<file path="src/rtl/stfe_pkg.sv">
// Shared types and constants for the spline table function evaluator.
`default_nettype none
package stfe_pkg;

  localparam int ACC_W      = 48;
  localparam int DIF_W      = 32;
  localparam int DIST_W     = 32;
  localparam int CFG_W      = 32;
  localparam int CFG_IDX_W  = 1;
  localparam int HORNER_LAT = 5;

  localparam logic OP_EVAL  = 1'b0;
  localparam logic OP_WRITE = 1'b1;

  localparam logic [1:0] SEL_A = 2'd0;
  localparam logic [1:0] SEL_B = 2'd1;
  localparam logic [1:0] SEL_C = 2'd2;
  localparam logic [1:0] SEL_D = 2'd3;

  localparam logic [1:0] ST_OK    = 2'd0;
  localparam logic [1:0] ST_CLAMP = 2'd1;
  localparam logic [1:0] ST_KIND  = 2'd2;

  localparam logic [CFG_IDX_W-1:0] CFG_STEP_WIDTH   = 1'd0;
  localparam logic [CFG_IDX_W-1:0] CFG_INVERSE_STEP = 1'd1;

  localparam logic [ACC_W-1:0] ACC_MAX = 48'h7FFF_FFFF_FFFF;
  localparam logic [ACC_W-1:0] ACC_MIN = 48'h8000_0000_0000;

  typedef struct packed {
    logic                    op;
    logic [2:0]              kind;
    logic [DIST_W-1:0]       distance;
    logic [9:0]              entry;
    logic [1:0]              coef_select;
    logic signed [ACC_W-1:0] coef_value;
  } stfe_in_t;

  typedef struct packed {
    logic signed [ACC_W-1:0] value;
    logic [1:0]              status;
  } stfe_out_t;

endpackage
`default_nettype wire

</file>
<file path="src/rtl/stfe_horner.sv">
// One Horner step: acc * dif rounded and saturated, plus the next coefficient.
`default_nettype none
module stfe_horner
  import stfe_pkg::*;
#(
  parameter int SB_W = 2
) (
  input  logic                    clk,
  input  logic                    rst_n,
  input  logic                    in_vld,
  input  logic signed [ACC_W-1:0] in_acc,
  input  logic signed [DIF_W-1:0] in_dif,
  input  logic signed [ACC_W-1:0] in_coef,
  input  logic [SB_W-1:0]         in_sb,
  output logic                    out_vld,
  output logic signed [ACC_W-1:0] out_acc,
  output logic signed [DIF_W-1:0] out_dif,
  output logic [SB_W-1:0]         out_sb
);

  localparam int LO_W  = 64;
  localparam int HI_W  = ACC_W;
  localparam int MAG_W = HI_W + 9;

  logic [HORNER_LAT-1:0]   vld_r;
  logic signed [DIF_W-1:0] dif_r [HORNER_LAT];
  logic [SB_W-1:0]         sb_r  [HORNER_LAT];
  logic signed [ACC_W-1:0] coef_r [3];

  // stage A: magnitudes
  logic [ACC_W-1:0] a_mc_r, a_mc_nxt;
  logic [DIF_W-1:0] a_md_r, a_md_nxt;
  logic             a_neg_r;
  // stage B: low partial product
  logic [LO_W-1:0]  b_lo_r, b_lo_nxt;
  logic [15:0]      b_mc_hi_r;
  logic [DIF_W-1:0] b_md_r;
  logic             b_neg_r;
  // stage C: high partial product and rounding
  logic [HI_W-1:0]  c_hi;
  logic [LO_W:0]    c_lo_rnd;
  logic [MAG_W-1:0] c_mag_r, c_mag_nxt;
  logic             c_neg_r;
  // stage D: signed add
  logic [ACC_W-1:0]      d_magc;
  logic signed [ACC_W:0] d_sum_r, d_sum_nxt;
  // stage E: saturate
  logic signed [ACC_W-1:0] e_acc_r, e_acc_nxt;

  always_comb begin
    a_mc_nxt = in_acc[ACC_W-1] ? (~in_acc + ACC_W'(1)) : in_acc;
    a_md_nxt = in_dif[DIF_W-1] ? (~in_dif + DIF_W'(1)) : in_dif;
  end

  assign b_lo_nxt = LO_W'(a_mc_r[31:0]) * LO_W'(a_md_r);

  always_comb begin
    c_hi      = HI_W'(b_mc_hi_r) * HI_W'(b_md_r);
    c_lo_rnd  = {1'b0, b_lo_r} + (LO_W + 1)'(24'h80_0000);
    c_mag_nxt = {1'b0, c_hi, 8'd0} + MAG_W'(c_lo_rnd[LO_W:24]);
  end

  always_comb begin
    if (c_neg_r) begin
      d_magc = (c_mag_r >= MAG_W'(ACC_MIN)) ? ACC_MIN : c_mag_r[ACC_W-1:0];
      d_sum_nxt = {coef_r[2][ACC_W-1], coef_r[2]} - $signed({1'b0, d_magc});
    end else begin
      d_magc = (c_mag_r > MAG_W'(ACC_MAX)) ? ACC_MAX : c_mag_r[ACC_W-1:0];
      d_sum_nxt = {coef_r[2][ACC_W-1], coef_r[2]} + $signed({1'b0, d_magc});
    end
  end

  always_comb begin
    if (d_sum_r[ACC_W] != d_sum_r[ACC_W-1]) begin
      e_acc_nxt = d_sum_r[ACC_W] ? ACC_MIN : ACC_MAX;
    end else begin
      e_acc_nxt = d_sum_r[ACC_W-1:0];
    end
  end

  always_ff @(posedge clk) begin
    if (!rst_n) begin
      vld_r <= '0;
    end else begin
      vld_r <= {vld_r[HORNER_LAT-2:0], in_vld};
    end
  end

  always_ff @(posedge clk) begin
    dif_r[0]  <= in_dif;
    sb_r[0]   <= in_sb;
    for (int i = 1; i < HORNER_LAT; i++) begin
      dif_r[i] <= dif_r[i-1];
      sb_r[i]  <= sb_r[i-1];
    end
    coef_r[0] <= in_coef;
    coef_r[1] <= coef_r[0];
    coef_r[2] <= coef_r[1];
    a_mc_r    <= a_mc_nxt;
    a_md_r    <= a_md_nxt;
    a_neg_r   <= in_acc[ACC_W-1] ^ in_dif[DIF_W-1];
    b_lo_r    <= b_lo_nxt;
    b_mc_hi_r <= a_mc_r[ACC_W-1:32];
    b_md_r    <= a_md_r;
    b_neg_r   <= a_neg_r;
    c_mag_r   <= c_mag_nxt;
    c_neg_r   <= b_neg_r;
    d_sum_r   <= d_sum_nxt;
    e_acc_r   <= e_acc_nxt;
  end

  assign out_vld = vld_r[HORNER_LAT-1];
  assign out_acc = e_acc_r;
  assign out_dif = dif_r[HORNER_LAT-1];
  assign out_sb  = sb_r[HORNER_LAT-1];

endmodule
`default_nettype wire

</file>
<file path="config.mk">
export PLATFORM = sky130hd
export DESIGN_NAME = stfe_horner
export DESIGN_NICKNAME = d
export VERILOG_FILES = /design/src/rtl/stfe_pkg.sv /design/src/rtl/stfe_horner.sv
export SDC_FILE = /design/constraint.sdc
export NUM_CORES = 2
export LEC_CHECK = 0
export BUFFER_PORTS_ARGS = -buffer_cell sky130_fd_sc_hd__buf_2
export CAP_MARGIN = 20
export CORE_MARGIN = 1.5
export CORE_UTILIZATION = 55
export DETAILED_ROUTE_END_ITERATION = 8
export GPL_TIMING_DRIVEN = 0
export HOLD_SLACK_MARGIN = 0.03
export PLACE_DENSITY = 0.82
export SETUP_SLACK_MARGIN = 0.05
export SLEW_MARGIN = 20
export SYNTH_ARGS = -nofsm -noshare
export SYNTH_HDL_FRONTEND = slang
export SYNTH_SLANG_ARGS = --single-unit
</file>
<file path="constraint.sdc">
create_clock -name clk -period 9.1 [get_ports clk]
set_input_delay 1.82 -clock clk [delete_from_list [all_inputs] [get_ports clk]]
set_output_delay 1.82 -clock clk [all_outputs]
set_load 0.005 [all_outputs]
</file>
==> flow_summary.yaml <==
timing:
  fmax_ghz: 0.111
  worst_pin_slew_ns: 1.13
  finClkSkew_ns: 0.0454
  slew_headroom_pct: 24.4
  post-route-min-period_ns: 9.03
  period_share_pct: 99.2
  setup_viol: 0
  rsz0062_at_grt: "yes"
  slew_viol_final: 0
  final-hold-violation-count: 0
  fin_tns_setup_ns: 0
synthesis:
  syn_area_um2: 69700
  ys_top_cells_by_count: "inv_1, nand2_1, fa_1"
  synth-adder-area-share_pct: 46.1
  synth-simple-area-share_pct: 14.6
  synth_area_leaders: "fa_1, dfxtp_1, ha_1"
  ys_types: 85
  syn-num-nets: 9468
  synth_seq_area_share_pct: 18.5
  yosys.area_share.xor_xnor_pct: 4.13
  async_flop_share_pct: 0
  avgSynthCellArea_um2: 9.23
  yosys.area.top_type: "fa_1"
  synth_edf_count: 0
  synth.top_cell.area_share_pct: 37.8
  synth-seq-cells: 643
  yosysMostFrequentCell: "inv_1"
  synth-main-ff-cell: "dfxtp_1"
  synth-compound-area-share_pct: 6.17
  syn_inst: 7553
  muxShareOfSynthArea_pct: 0.0449
  yosys_warnings: 0
  synth_top_family_by_area: "adder cells"
min_path:
  min_path_cells: 0
  hp-class: "flop to flop"
  min_from: "coef_r[0][44]"
  holdPathEnd: "coef_r[0][92]"
critical_path:
  end_kind: "flop"
  r2r_start: "a_mc_r[3]"
  cpMostUsedCell: "fa_1"
  slowest_stage: "dfxtp_1"
  rr_endpoint: "b_lo_r[52]"
  reg2reg_slack_ns: 0.07
  crit_chain: "clkbuf_2 -> nand2_1 -> fa_1 -> inv_1 -> fa_1 -> fa_1 -> fa_1 -> fa_1 -> inv_1 -> fa_1 -> fa_1 -> fa_1 -> inv_1 -> ha_1 -> nand2_1 -> o21ai_0 -> o21ai_0 -> a31oi_2 -> a21oi_1 -> o41ai_2 -> a31oi_2 -> nor4_1 -> or3_1 -> xor2_1"
  required_ns: 9.60
  critPathMaxFanout: 10
  reg2reg_depth: 24
  cp_data_arrival_time_ns: 9.52
  max_stage_delay_ns: 0.75
  critPathKind: "flop to flop"
  startpoint_type: "flop"
clocking:
  h-tree-depth: 3
  cts_hold_buf: 0
  numCtsBuffers: 67
  clk_latency_ns: 0.69
  clock_path_buffers: 3
  cts_tree: "done"
  clk_pin_slew_ns: 0.07
  clock-sinks: 643
  cts_root_buf: "clkbuf_16"
final_layout:
  regArea_um2: 13000
  nFillCells: 10700
  syn_to_final_growth_pct: 9.21
  multi_input_area_um2: 49800
  final_layout_size_suffix_gt1_share_pct: 9.24
  final_nets: 9754
placement:
  port_buffers: 215
  place.gp.congestion: 1.05
  hpwl_mm: 194
floorplan:
  die_area_um2: 129000
  num_io_pins: 216
  die_w_um: 359
  rows: 130
  core_um2: 126000
  start_util_pct: 55.5
  die_h_um: 359
global_routing:
  grt_pass1_wl_mm: 356
  grt_max_degree: 18
  grt_overflow_total: 0
  grt_pass1_vias: 57400
  antenna_found_initial: 26
  grt.total_usage_pct: 37.5
detailed_routing:
  via_per_inst: 5.64
  wl_per_cell_um: 24.9
  num_vias: 54000
  route.detailed.drc: 0
  routed_wl_mm: 238
  firstDrtPassIters: 8
  drt_iter0_drc: 5084
  ant_nets: 0
outcome:
  status: "finished clean"
run:
  max-cap-violations: 0
[placed cells by master, fill, tap and decap left out, drive strengths merged, types with 15 or more instances in the layout]
cell type  Yosys  routed
a211oi        15      15
a21o         130     130
a21oi        198     198
a31oi         34      34
and2         408     408
and3          26      26
buf           50     330
clkbuf       333     357
clkinv         0      18
dfxtp        643     643
diode          0      27
fa          1315    1315
ha           467     467
inv         1514    1522
nand2       1356    1356
nand2b        26      26
nand3         64      64
nand4         46      46
nor2         162     162
nor2b         20      20
nor3          42      42
nor4          22      22
o21a          26      26
o21ai        120     120
o21bai        20      20
o31ai         26      26
o41ai         16      16
or3           20      20
or4           15      15
xnor2        222     222
xor2         107     107
[repair_timing]
action / 4_1_cts / 5_1_grt
endpoints found under the hold margin: 0 / 0
gates resized for setup: 249 / 375
setup endpoints to repair: 45 / 32
pin swaps: 2 / 7
setup buffers: 1 / 2
[area by class of cell]
class                      count  area share, %
multi-input combinational   5013           65.4
sequential                   643           17.1
inverter                    1514           7.46
buffer                       380           2.78
tap                         1650           2.71
clock buffer                  87           2.42
timing repair buffer         220           1.46
clock inverter                33          0.587
antenna                       27         0.0887
[metrics by stage]
step	util [%]	instances	area, um2	hold WS [ns]	setup WS [ns]
after CTS	60.1	9540	75600	0.303	0.0506
after global placement	57.9	9418	72900	0.309	-1.22
final	60.6	9567	76100	0.309	0.0739
after floorplan	-	7553	69700	0.310	0.963
after detailed placement	58.0	9420	72900	0.312	-1.17
after global routing	60.5	9554	76100	0.318	0.0149
[layer usage]
metal	up-vias	share of wire [%]	GRT usage (%)
li1	23300	-	-
met1	26900	35	43.9
met2	2931	46	60.9
met3	836	10	9.68
met4	12	8.3	25.1
met5	-	0.033	0
[cells by family (layout without fill, tap and decap cells)]
| kind of cell | Yosys count | count (layout) |
|---|---|---|
| and+or+nand+nor | 2236 | 2236 |
| xor gates and xnor gates | 329 | 329 |
| muxes | 3 | 3 |
| other | 0 | 27 |
| adders and majority gates | 1782 | 1782 |
| DFF | 643 | 643 |
| buffers and inverters | 1897 | 2234 |
| AOI/OAI and AO/OA | 663 | 663 |
[worst max-delay path by stage]
stage / from / to / slack [ns] / depth (start not counted)
global placement: a_md_r[8] / b_lo_r[54] / -1.22 / 26
detailed placement: a_mc_r[20] / b_lo_r[57] / -1.17 / 27
floorplan: b_md_r[4] / c_mag_r[54] / 0.96 / 32
global route: b_md_r[27] / c_mag_r[54] / 0.01 / 26
finish: a_mc_r[3] / b_lo_r[52] / 0.07 / 24
CTS: b_mc_hi_r[8] / c_mag_r[54] / 0.05 / 34
[state kept, by name (all words and copies together) (netlist names)]
register / flops
dif_r: 158
coef_r: 144
c_mag_r: 57
d_sum_r: 49
a_mc_r: 48
out_acc: 48
b_lo_r: 41
a_md_r: 32
b_md_r: 32
b_mc_hi_r: 16
sb_r: 10
vld_r: 5
a_neg_r: 1
b_neg_r: 1
c_neg_r: 1
[worst max-delay path: cells and delay by family (launching register included)]
family,cells,cell delay (ns)
adder cells (fa/ha/maj),9,4.26
XOR/XNOR,1,0.50
flip-flops,1,0.75
AND/OR/NAND/NOR,4,0.68
buffers and inverters,4,0.68
AO/OA/AOI/OAI,6,1.94
Power is not shown: default switching activity piles up to over one toggle a cycle in this logic, so the estimate is an artifact.
